<file path="config.mk">
export PLATFORM = sky130hd
export DESIGN_NAME = json_string_unescape_utf8_unit
export DESIGN_NICKNAME = d
export VERILOG_FILES = /design/src/jsu_pkg.sv /design/src/jsu_front.sv /design/src/jsu_queue.sv /design/src/jsu_back.sv /design/src/json_string_unescape_utf8_unit.sv
export SDC_FILE = /design/constraint.sdc
export NUM_CORES = 1
export LEC_CHECK = 0
export BUFFER_PORTS_ARGS = -buffer_cell sky130_fd_sc_hd__buf_2
export CORE_MARGIN = 3
export CORE_UTILIZATION = 53
export CTS_CLUSTER_DIAMETER = 150
export DETAILED_ROUTE_END_ITERATION = 10
export PLACE_DENSITY = 0.72
export SLEW_MARGIN = 20
export SYNTH_ARGS = -nofsm -noshare
export SYNTH_HDL_FRONTEND = slang
export SYNTH_HIERARCHICAL = 1
export SYNTH_SLANG_ARGS = --single-unit
</file>
<file path="constraint.sdc">
create_clock -name clk_i -period 7.5 [get_ports clk_i]
set_input_delay 0.375 -clock clk_i [delete_from_list [all_inputs] [get_ports clk_i]]
set_output_delay 0.375 -clock clk_i [all_outputs]
set_load 0.1 [all_outputs]
</file>
<file path="src/jsu_pkg.sv">
package jsu_pkg;

  // Result status codes as they appear on the status port.
  typedef enum logic [1:0] {
    ST_BYTE  = 2'd0,
    ST_DONE  = 2'd1,
    ST_ERROR = 2'd2
  } status_e;

  // Number of code point slots in one job; one input byte fills at most two.
  localparam int unsigned MaxUnits = 3;

  localparam logic [20:0] CpReplacement = 21'h00FFFD;
  localparam logic [20:0] CpSupplBase   = 21'h010000;
  localparam logic [20:0] Cp2ByteLimit  = 21'h000080;
  localparam logic [20:0] Cp3ByteLimit  = 21'h000800;
  localparam logic [20:0] Cp4ByteLimit  = 21'h010000;

  localparam logic [7:0] Utf8Lead2 = 8'hC0;
  localparam logic [7:0] Utf8Lead3 = 8'hE0;
  localparam logic [7:0] Utf8Lead4 = 8'hF0;
  localparam logic [7:0] Utf8Cont  = 8'h80;

  // One decode job: up to three code points or raw bytes, then an optional
  // terminal status. len holds the UTF-8 byte count minus one.
  typedef struct packed {
    logic [MaxUnits-1:0][20:0] cp;
    logic [MaxUnits-1:0]       raw;
    logic [MaxUnits-1:0][1:0]  len;
    logic [1:0]                n;
    logic                      term_vld;
    status_e                   term;
  } job_t;

  // UTF-8 byte count minus one for a code point.
  function automatic logic [1:0] utf8_len(logic [20:0] cp);
    logic [1:0] l;
    if (cp < Cp2ByteLimit) begin
      l = 2'd0;
    end else if (cp < Cp3ByteLimit) begin
      l = 2'd1;
    end else if (cp < Cp4ByteLimit) begin
      l = 2'd2;
    end else begin
      l = 2'd3;
    end
    return l;
  endfunction

  // Byte k of the encoding of one unit.
  function automatic logic [7:0] utf8_byte(logic [20:0] cp, logic raw, logic [1:0] len,
                                           logic [1:0] k);
    logic [7:0] b;
    b = cp[7:0];
    if (!raw) begin
      case (len)
        2'd0: b = {1'b0, cp[6:0]};
        2'd1: b = (k == 2'd0) ? (Utf8Lead2 | {3'b000, cp[10:6]}) : (Utf8Cont | {2'b00, cp[5:0]});
        2'd2: begin
          case (k)
            2'd0:    b = Utf8Lead3 | {4'b0000, cp[15:12]};
            2'd1:    b = Utf8Cont | {2'b00, cp[11:6]};
            default: b = Utf8Cont | {2'b00, cp[5:0]};
          endcase
        end
        default: begin
          case (k)
            2'd0:    b = Utf8Lead4 | {5'b00000, cp[20:18]};
            2'd1:    b = Utf8Cont | {2'b00, cp[17:12]};
            2'd2:    b = Utf8Cont | {2'b00, cp[11:6]};
            default: b = Utf8Cont | {2'b00, cp[5:0]};
          endcase
        end
      endcase
    end
    return b;
  endfunction

  // Appends one unit to a job.
  function automatic job_t push_unit(job_t j, logic [20:0] cp, logic raw);
    job_t r;
    r = j;
    r.cp[j.n]  = cp;
    r.raw[j.n] = raw;
    r.len[j.n] = raw ? 2'd0 : utf8_len(cp);
    r.n        = 2'(j.n + 2'd1);
    return r;
  endfunction

endpackage

</file>
<file path="src/jsu_front.sv">
module jsu_front (
  input  logic          clk_i,
  input  logic          rst_ni,
  input  logic          in_valid_i,
  output logic          in_ready_o,
  input  logic [7:0]    in_byte_i,
  input  logic          last_byte_i,
  input  logic          q_full_i,
  output logic          push_o,
  output jsu_pkg::job_t job_o
);
  import jsu_pkg::*;

  typedef enum logic [2:0] {
    MODE_IDLE,
    MODE_TEXT,
    MODE_ESC,
    MODE_HEX,
    MODE_PAIR,
    MODE_PAIRBS,
    MODE_LOWHEX
  } mode_e;

  localparam logic [7:0] ChQuote  = 8'h22;
  localparam logic [7:0] ChBslash = 8'h5C;
  localparam logic [7:0] ChSlash  = 8'h2F;
  localparam logic [7:0] ChB      = 8'h62;
  localparam logic [7:0] ChF      = 8'h66;
  localparam logic [7:0] ChN      = 8'h6E;
  localparam logic [7:0] ChR      = 8'h72;
  localparam logic [7:0] ChT      = 8'h74;
  localparam logic [7:0] ChU      = 8'h75;
  localparam logic [7:0] CtrlLimit = 8'h20;
  localparam logic [5:0] HighSurrTag = 6'b110110;
  localparam logic [5:0] LowSurrTag  = 6'b110111;

  mode_e       mode_q, mode_d;
  logic [11:0] hex_q, hex_d;
  logic [1:0]  cnt_q, cnt_d;
  logic [9:0]  held_q, held_d;
  job_t        job;
  logic        accept;

  // Hex digit value with a valid flag in the top bit.
  function automatic logic [4:0] hex_digit(logic [7:0] c);
    logic [4:0] r;
    r = 5'd0;
    if (c inside {[8'h30:8'h39]}) begin
      r = {1'b1, 4'(c - 8'h30)};
    end else if (c inside {[8'h61:8'h66]}) begin
      r = {1'b1, 4'(c - 8'h57)};
    end else if (c inside {[8'h41:8'h46]}) begin
      r = {1'b1, 4'(c - 8'h37)};
    end
    return r;
  endfunction

  assign accept     = in_valid_i && !q_full_i;
  assign in_ready_o = !q_full_i;
  assign job_o      = job;
  assign push_o     = accept && ((job.n != 2'd0) || job.term_vld);

  // Next decode state and the job caused by the current byte.
  always_comb begin
    logic [4:0]  dig;
    logic [15:0] val;
    logic        do_text;
    logic        do_esc;
    logic        do_take;
    mode_d  = mode_q;
    hex_d   = hex_q;
    cnt_d   = cnt_q;
    held_d  = held_q;
    job     = '0;
    dig     = hex_digit(in_byte_i);
    val     = {hex_q, dig[3:0]};
    do_text = 1'b0;
    do_esc  = 1'b0;
    do_take = 1'b0;

    case (mode_q)
      MODE_IDLE: begin
        if (in_byte_i == ChQuote) mode_d = MODE_TEXT;
      end
      MODE_TEXT: do_text = 1'b1;
      MODE_ESC:  do_esc = 1'b1;
      MODE_HEX: begin
        if (!dig[4]) begin
          job.term_vld = 1'b1;
          job.term     = ST_ERROR;
          mode_d       = MODE_IDLE;
        end else if (cnt_q != 2'd3) begin
          hex_d = {hex_q[7:0], dig[3:0]};
          cnt_d = 2'(cnt_q + 2'd1);
        end else begin
          do_take = 1'b1;
        end
      end
      MODE_PAIR: begin
        if (in_byte_i == ChBslash) begin
          mode_d = MODE_PAIRBS;
        end else begin
          job     = push_unit(job, CpReplacement, 1'b0);
          do_text = 1'b1;
        end
      end
      MODE_PAIRBS: begin
        if (in_byte_i == ChU) begin
          hex_d  = '0;
          cnt_d  = '0;
          mode_d = MODE_LOWHEX;
        end else begin
          job    = push_unit(job, CpReplacement, 1'b0);
          do_esc = 1'b1;
        end
      end
      MODE_LOWHEX: begin
        if (!dig[4]) begin
          job          = push_unit(job, CpReplacement, 1'b0);
          job.term_vld = 1'b1;
          job.term     = ST_ERROR;
          mode_d       = MODE_IDLE;
        end else if (cnt_q != 2'd3) begin
          hex_d = {hex_q[7:0], dig[3:0]};
          cnt_d = 2'(cnt_q + 2'd1);
        end else if (val[15:10] == LowSurrTag) begin
          job    = push_unit(job, CpSupplBase + {1'b0, held_q, val[9:0]}, 1'b0);
          hex_d  = '0;
          cnt_d  = '0;
          mode_d = MODE_TEXT;
        end else begin
          job     = push_unit(job, CpReplacement, 1'b0);
          do_take = 1'b1;
        end
      end
      default: begin
        job.term_vld = 1'b1;
        job.term     = ST_ERROR;
        mode_d       = MODE_IDLE;
      end
    endcase

    // A completed four-digit escape value.
    if (do_take) begin
      hex_d = '0;
      cnt_d = '0;
      if (val[15:10] == HighSurrTag) begin
        held_d = val[9:0];
        mode_d = MODE_PAIR;
      end else if (val[15:10] == LowSurrTag) begin
        job    = push_unit(job, CpReplacement, 1'b0);
        mode_d = MODE_TEXT;
      end else begin
        job    = push_unit(job, {5'b00000, val}, 1'b0);
        mode_d = MODE_TEXT;
      end
    end

    // A byte of plain string text.
    if (do_text) begin
      if (in_byte_i == ChQuote) begin
        job.term_vld = 1'b1;
        job.term     = ST_DONE;
        mode_d       = MODE_IDLE;
      end else if (in_byte_i < CtrlLimit) begin
        job.term_vld = 1'b1;
        job.term     = ST_ERROR;
        mode_d       = MODE_IDLE;
      end else if (in_byte_i == ChBslash) begin
        mode_d = MODE_ESC;
      end else begin
        job    = push_unit(job, {13'd0, in_byte_i}, 1'b1);
        mode_d = MODE_TEXT;
      end
    end

    // The letter after a backslash.
    if (do_esc) begin
      mode_d = MODE_TEXT;
      case (in_byte_i)
        ChQuote:  job = push_unit(job, {13'd0, ChQuote}, 1'b1);
        ChBslash: job = push_unit(job, {13'd0, ChBslash}, 1'b1);
        ChSlash:  job = push_unit(job, {13'd0, ChSlash}, 1'b1);
        ChB:      job = push_unit(job, 21'h08, 1'b1);
        ChF:      job = push_unit(job, 21'h0C, 1'b1);
        ChN:      job = push_unit(job, 21'h0A, 1'b1);
        ChR:      job = push_unit(job, 21'h0D, 1'b1);
        ChT:      job = push_unit(job, 21'h09, 1'b1);
        ChU: begin
          hex_d  = '0;
          cnt_d  = '0;
          mode_d = MODE_HEX;
        end
        default: begin
          job.term_vld = 1'b1;
          job.term     = ST_ERROR;
          mode_d       = MODE_IDLE;
        end
      endcase
    end

    // Text that ends inside the string is an error.
    if (last_byte_i && (mode_d != MODE_IDLE)) begin
      if ((mode_d == MODE_PAIR) || (mode_d == MODE_PAIRBS) || (mode_d == MODE_LOWHEX)) begin
        job = push_unit(job, CpReplacement, 1'b0);
      end
      job.term_vld = 1'b1;
      job.term     = ST_ERROR;
      mode_d       = MODE_IDLE;
    end

    if (mode_d == MODE_IDLE) begin
      hex_d  = '0;
      cnt_d  = '0;
      held_d = '0;
    end
  end

  // Decode state advances once per accepted byte.
  always_ff @(posedge clk_i or negedge rst_ni) begin
    if (!rst_ni) begin
      mode_q <= MODE_IDLE;
      hex_q  <= '0;
      cnt_q  <= '0;
      held_q <= '0;
    end else if (accept) begin
      mode_q <= mode_d;
      hex_q  <= hex_d;
      cnt_q  <= cnt_d;
      held_q <= held_d;
    end
  end

endmodule

</file>
<file path="src/jsu_queue.sv">
module jsu_queue #(
  parameter int unsigned Depth = 4
) (
  input  logic          clk_i,
  input  logic          rst_ni,
  input  logic          push_i,
  input  jsu_pkg::job_t push_data_i,
  output logic          full_o,
  input  logic          pop_i,
  output jsu_pkg::job_t pop_data_o,
  output logic          empty_o
);
  import jsu_pkg::*;

  localparam int unsigned AddrW = (Depth > 1) ? $clog2(Depth) : 1;
  localparam int unsigned CntW  = $clog2(Depth + 1);
  localparam logic [AddrW-1:0] LastAddr = AddrW'(Depth - 1);
  localparam logic [CntW-1:0]  FullCnt  = CntW'(Depth);

  job_t             mem_q [Depth];
  logic [AddrW-1:0] wr_q, rd_q;
  logic [CntW-1:0]  cnt_q;
  logic             do_push, do_pop;

  assign full_o     = (cnt_q == FullCnt);
  assign empty_o    = (cnt_q == '0);
  assign do_push    = push_i && !full_o;
  assign do_pop     = pop_i && !empty_o;
  assign pop_data_o = mem_q[rd_q];

  // Storage of queued jobs.
  always_ff @(posedge clk_i) begin
    if (do_push) mem_q[wr_q] <= push_data_i;
  end

  // Pointers and fill count.
  always_ff @(posedge clk_i or negedge rst_ni) begin
    if (!rst_ni) begin
      wr_q  <= '0;
      rd_q  <= '0;
      cnt_q <= '0;
    end else begin
      if (do_push) wr_q <= (wr_q == LastAddr) ? '0 : AddrW'(wr_q + 1'b1);
      if (do_pop)  rd_q <= (rd_q == LastAddr) ? '0 : AddrW'(rd_q + 1'b1);
      if (do_push && !do_pop) begin
        cnt_q <= CntW'(cnt_q + 1'b1);
      end else if (do_pop && !do_push) begin
        cnt_q <= CntW'(cnt_q - 1'b1);
      end
    end
  end

endmodule

</file>
<file path="src/jsu_back.sv">
module jsu_back (
  input  logic          clk_i,
  input  logic          rst_ni,
  input  logic          q_empty_i,
  input  jsu_pkg::job_t q_data_i,
  output logic          pop_o,
  output logic          out_valid_o,
  input  logic          out_ready_i,
  output logic [7:0]    out_byte_o,
  output logic [1:0]    status_o,
  output logic          run_end_o
);
  import jsu_pkg::*;

  logic       busy_q;
  job_t       job_q;
  logic [1:0] unit_q;
  logic [1:0] byte_q;
  logic       in_unit, unit_last, res_last, take, load;
  logic [1:0] cur_len;

  assign in_unit   = (unit_q < job_q.n);
  assign cur_len   = job_q.len[unit_q];
  assign unit_last = (byte_q == cur_len);
  assign res_last  = in_unit ? (unit_last && (2'(unit_q + 2'd1) == job_q.n) && !job_q.term_vld)
                             : 1'b1;
  assign take      = busy_q && out_ready_i;
  assign load      = !busy_q || (take && res_last);
  assign pop_o     = load && !q_empty_i;

  // Result fields come straight from the held job and position.
  assign out_valid_o = busy_q;
  assign out_byte_o  = in_unit ? utf8_byte(job_q.cp[unit_q], job_q.raw[unit_q], cur_len, byte_q)
                               : 8'd0;
  assign status_o    = in_unit ? ST_BYTE : job_q.term;
  assign run_end_o   = res_last;

  // Position within the held job.
  always_ff @(posedge clk_i or negedge rst_ni) begin
    if (!rst_ni) begin
      busy_q <= 1'b0;
      unit_q <= '0;
      byte_q <= '0;
    end else if (pop_o) begin
      busy_q <= 1'b1;
      unit_q <= '0;
      byte_q <= '0;
    end else if (load) begin
      busy_q <= 1'b0;
    end else if (take) begin
      if (unit_last) begin
        unit_q <= 2'(unit_q + 2'd1);
        byte_q <= '0;
      end else begin
        byte_q <= 2'(byte_q + 2'd1);
      end
    end
  end

  // Job payload.
  always_ff @(posedge clk_i) begin
    if (pop_o) job_q <= q_data_i;
  end

endmodule

</file>
<file path="src/json_string_unescape_utf8_unit.sv">
// Streaming JSON string unescaper. Feed the bytes of one quoted string
// literal, opening quote first, and it returns the decoded text as UTF-8
// bytes, followed by one completion or error result; run_end marks the last
// result caused by each input byte. Input bytes are taken one per cycle while
// the job queue between decoder and serializer has room (QueueDepth entries,
// so a burst of that many input bytes is absorbed while the output stalls).
// The serializer gives one result per cycle while out_ready_i is high, so the
// results of one byte, one to seven, leave back to back; a byte that causes
// none costs nothing downstream. Each job passes the queue and a job register.
module json_string_unescape_utf8_unit #(
  parameter int unsigned QueueDepth = 4
) (
  input  logic       clk_i,
  input  logic       rst_ni,
  input  logic       in_valid_i,
  output logic       in_ready_o,
  input  logic [7:0] in_byte_i,
  input  logic       last_byte_i,
  output logic       out_valid_o,
  input  logic       out_ready_i,
  output logic [7:0] out_byte_o,
  output logic [1:0] status_o,
  output logic       run_end_o
);
  import jsu_pkg::*;

  job_t push_job, pop_job;
  logic push, q_full, pop, q_empty;

  jsu_front u_front (
    .clk_i       (clk_i),
    .rst_ni      (rst_ni),
    .in_valid_i  (in_valid_i),
    .in_ready_o  (in_ready_o),
    .in_byte_i   (in_byte_i),
    .last_byte_i (last_byte_i),
    .q_full_i    (q_full),
    .push_o      (push),
    .job_o       (push_job)
  );

  jsu_queue #(
    .Depth (QueueDepth)
  ) u_queue (
    .clk_i       (clk_i),
    .rst_ni      (rst_ni),
    .push_i      (push),
    .push_data_i (push_job),
    .full_o      (q_full),
    .pop_i       (pop),
    .pop_data_o  (pop_job),
    .empty_o     (q_empty)
  );

  jsu_back u_back (
    .clk_i       (clk_i),
    .rst_ni      (rst_ni),
    .q_empty_i   (q_empty),
    .q_data_i    (pop_job),
    .pop_o       (pop),
    .out_valid_o (out_valid_o),
    .out_ready_i (out_ready_i),
    .out_byte_o  (out_byte_o),
    .status_o    (status_o),
    .run_end_o   (run_end_o)
  );

endmodule

</file>
==> flow_metrics.tcl <==
set metrics [dict create \
    drive_above_1_share_pct 18.1 \
    p_per_area_mw_per_mm2 369 \
    ctsHtreeMaxLevel 2 \
    synth_seq_area_share_pct 65.0 \
    setup_ws_ns 1.32 \
    p_clk_share_pct 26.8 \
    finalSetupTns_ns 0 \
    p_switching_w 0.00279 \
    yosys_most_used_dff "edfxtp_1" \
    r2r-start "u_front/mode_q[2]$_DFFE_PN0P_" \
    grt_pass1_wl_microns 67800 \
    cp-startpoint "u_front/mode_q[2]$_DFFE_PN0P_" \
    viasPerCell 6.39 \
    io_buffers 25 \
    critical_path_class "reg2reg" \
    syn-instance-count 1268 \
    place_ws_ns 0.928 \
    hold_viol_final 0 \
    vias 11400 \
    hold_path.startpoint "out_ready_i" \
    final_area_sq_mm 0.0212 \
    die_h_microns 197 \
    skew_ns 0.0194 \
    placed_area_sq_mm 0.0198 \
    grt_use_total_pct 22.9 \
    die_w_microns 197 \
    syn2layout_area_growth_pct 9.81 \
    final_cell_mix "edfxtp_1 (385), nand2_1 (117), mux4_2 (77), o21ai_0 (63), nor2_1 (60)" \
    grt_pass1_vias 11200 \
    antenna_found_initial 0 \
    critPathMaxStageDelay_ns 0.56 \
    dr.pass1.iters 5 \
    cap_violations 0 \
    gr-total-overflow 0 \
    endpoint_kind "flip-flop" \
    nets 1334 \
    diodes 0 \
    std_cell_rows 69 \
    clk_latency_ns 0.55 \
    maxSlewViolCount 0 \
    finalCritPeriodShare_pct 82.3 \
    grt_setup_unrepaired "no" \
    switching_share_pct 35.7 \
    detail_route.wl_per_cell_microns 24.6 \
    layout_commonest_cell "edfxtp_1" \
    die_area_sq_mm 0.0387 \
    status "finished clean" \
    vdd_drop_max_v 0.000274 \
    ys_ff_latch 424 \
    cp_max_fo 15 \
    gp_congestion 0.974 \
    power_w 0.00782 \
    drt_iter0_markers 1460 \
    finalSetupViolations 0 \
    worst_pin_slew_ns 1.00 \
    cp.arrival_ns 6.64 \
    core_region_area_sq_mm 0.0357 \
    cts_inserted_buffers 42 \
    async_flop_share_pct 9.20 \
    cts_buffer_depth 3 \
    cts_tree "done" \
    yosysTopAreaCell "edfxtp_1" \
    yosysTopAreaCellShare_pct 60.0 \
    seqPwrFrac_pct 40.3 \
    min_period_ns 6.18 \
    grt_max_degree 78 \
    synth.distinct_cells 100 \
    drt-total-wl_microns 43700 \
    synth_area_per_cell_sq_um 15.2 \
    critPathRequiredTime_ns 7.97 \
    crit_slowest_cell "dfrtp_1" \
    drcViolationCount 0 \
    ys_top_cells_by_area "edfxtp_1 (60%), mux4_2 (9.0%), dfrtp_1 (5.1%), nand2_1 (2.3%), ha_1 (2.1%)" \
    p_leak_nw 7.19 \
    cts_root_buf "clkbuf_16" \
    cts_setup_buffers 0 \
    path_clk_slew_ns 0.06 \
    cts_sinks 424 \
    fmax_mhz 162 \
    hp-class "in2reg" \
    synth-edff-count 385 \
    ant_nets 0 \
    relSlewSlack_pct 32.4 \
    yosys_warnings 6 \
    syn-cell-area_sq_mm 0.0193 \
    hpwl_microns 29000 \
    critPathLaunchType "flip-flop" \
    combPwrFrac_pct 33.0 \
    internal-power_w 0.00503 \
    io_pins 26 \
    start_util_pct 53.9 \
]
==> per-layer routing <==
metal	track usage, %	vias to the layer above	wire length (microns)
met5	0	-	0
met4	7.79	0	1530
met3	2.70	102	2780
met2	36.4	497	20700
met1	33.6	5766	18800
li1	-	5012	-
==> power groups by stage <==
stage          Clock [W]  Combinational [W]  Sequential [W]
2_1_floorplan          0            0.00211         0.00312
3_3_place_gp           0            0.00254         0.00319
3_5_place_dp           0            0.00257         0.00320
4_1_cts          0.00213            0.00259         0.00316
5_1_grt          0.00222            0.00274         0.00319
6_report         0.00209            0.00258         0.00315
==> registers in the layout, summed over array words and instances, names as in the netlist <==
signal and count:
u_front/mode_q 3, u_queue/mem_q 308, u_queue/cnt_q 3, u_front/hex_q 12, u_front/cnt_q 2, u_back/job_q 77, u_back/out_valid_o 1, u_back/unit_q 2
u_back/byte_q 2, u_queue/rd_q 2, u_queue/wr_q 2, u_front/held_q 10
==> stage by stage <==
stage	hold slack (ns)	util, %	std cells
after floorplan	0.0794	-	1278
after global placement	0.499	55.3	1704
after detailed placement	0.500	55.3	1704
after CTS	0.0419	59.2	1779
after global routing	0.315	59.2	1780
final	0.291	59.2	1780
==> worst paths after layout <==
kind                                                  to  slack (ns)  depth (start not counted)
max                         u_queue/cnt_q[2]$_DFFE_PN0P_        1.32                         29
min                         u_back/unit_q[0]$_DFFE_PN0P_        0.29                          4
max reg2reg                 u_queue/cnt_q[2]$_DFFE_PN0P_        1.32                         29
min reg2reg                u_front/held_q[2]$_DFFE_PN0P_        0.51                          1
max in group asynchronous    u_queue/rd_q[1]$_DFFE_PN0P_        6.65                          2
min in group asynchronous   u_back/unit_q[0]$_DFFE_PN0P_        0.38                          2
==> cell type report <==
type	instances	area, sq um
Sequential cell	424	12500
Fill cell	2663	14600
Timing Repair Buffer	46	367
Multi-Input combinational cell	737	6160
Clock buffer	48	1090
Inverter	37	139
Tap cell	461	577
Clock inverter	27	290
==> cells in the mapped netlist, drive strengths merged (6+ instances only) <==
cell type and number:
a22oi 11, nand2b 8, and3 6, nor3 20, a211oi 10, inv 36, or2 6, edfxtp 385
nor4 8, nor2b 8, a32o 8, o21ai 69, clkbuf 25, and2 11, a21o 13, a31oi 8
ha 32, xnor2 9, mux2i 27, buf 55, mux2 8, dfrtp 39, nand3 27, mux4 77
nand2 117, o22ai 6, o31ai 8, o21a 9, a22o 20, o2bb2ai 13, o211ai 11, nor2 63
a21oi 39
==> cells by family after synthesis <==
kind of cell | after synthesis | synth area share, %
and+or+nand+nor | 310 | 8.09
AOI/OAI and AO/OA | 258 | 9.67
DFF | 424 | 65.0
adders and majority gates | 33 | 2.18
buffers and inverters | 117 | 3.35
other | 1 | 0.0194
xor gates and xnor gates | 13 | 0.766
muxes | 112 | 10.9
==> timing repair <==
action | 4_1_cts | 5_1_grt
endpoints found under the setup margin | 0 | 0
endpoints found under the hold margin | 0 | 39
hold buffers | 0 | 1
gates resized for setup | 0 | 0
==> worst max-delay path, delay by kind of cell, from the launching register on <==
kind,cells,cell delay (ns)
fa+ha+maj,6,1.65
compound gates,7,1.78
xor+xnor,2,0.32
flops,1,0.56
simple gates,7,1.16
buf+inv,7,0.63
Power figures use the tool's default switching activity.
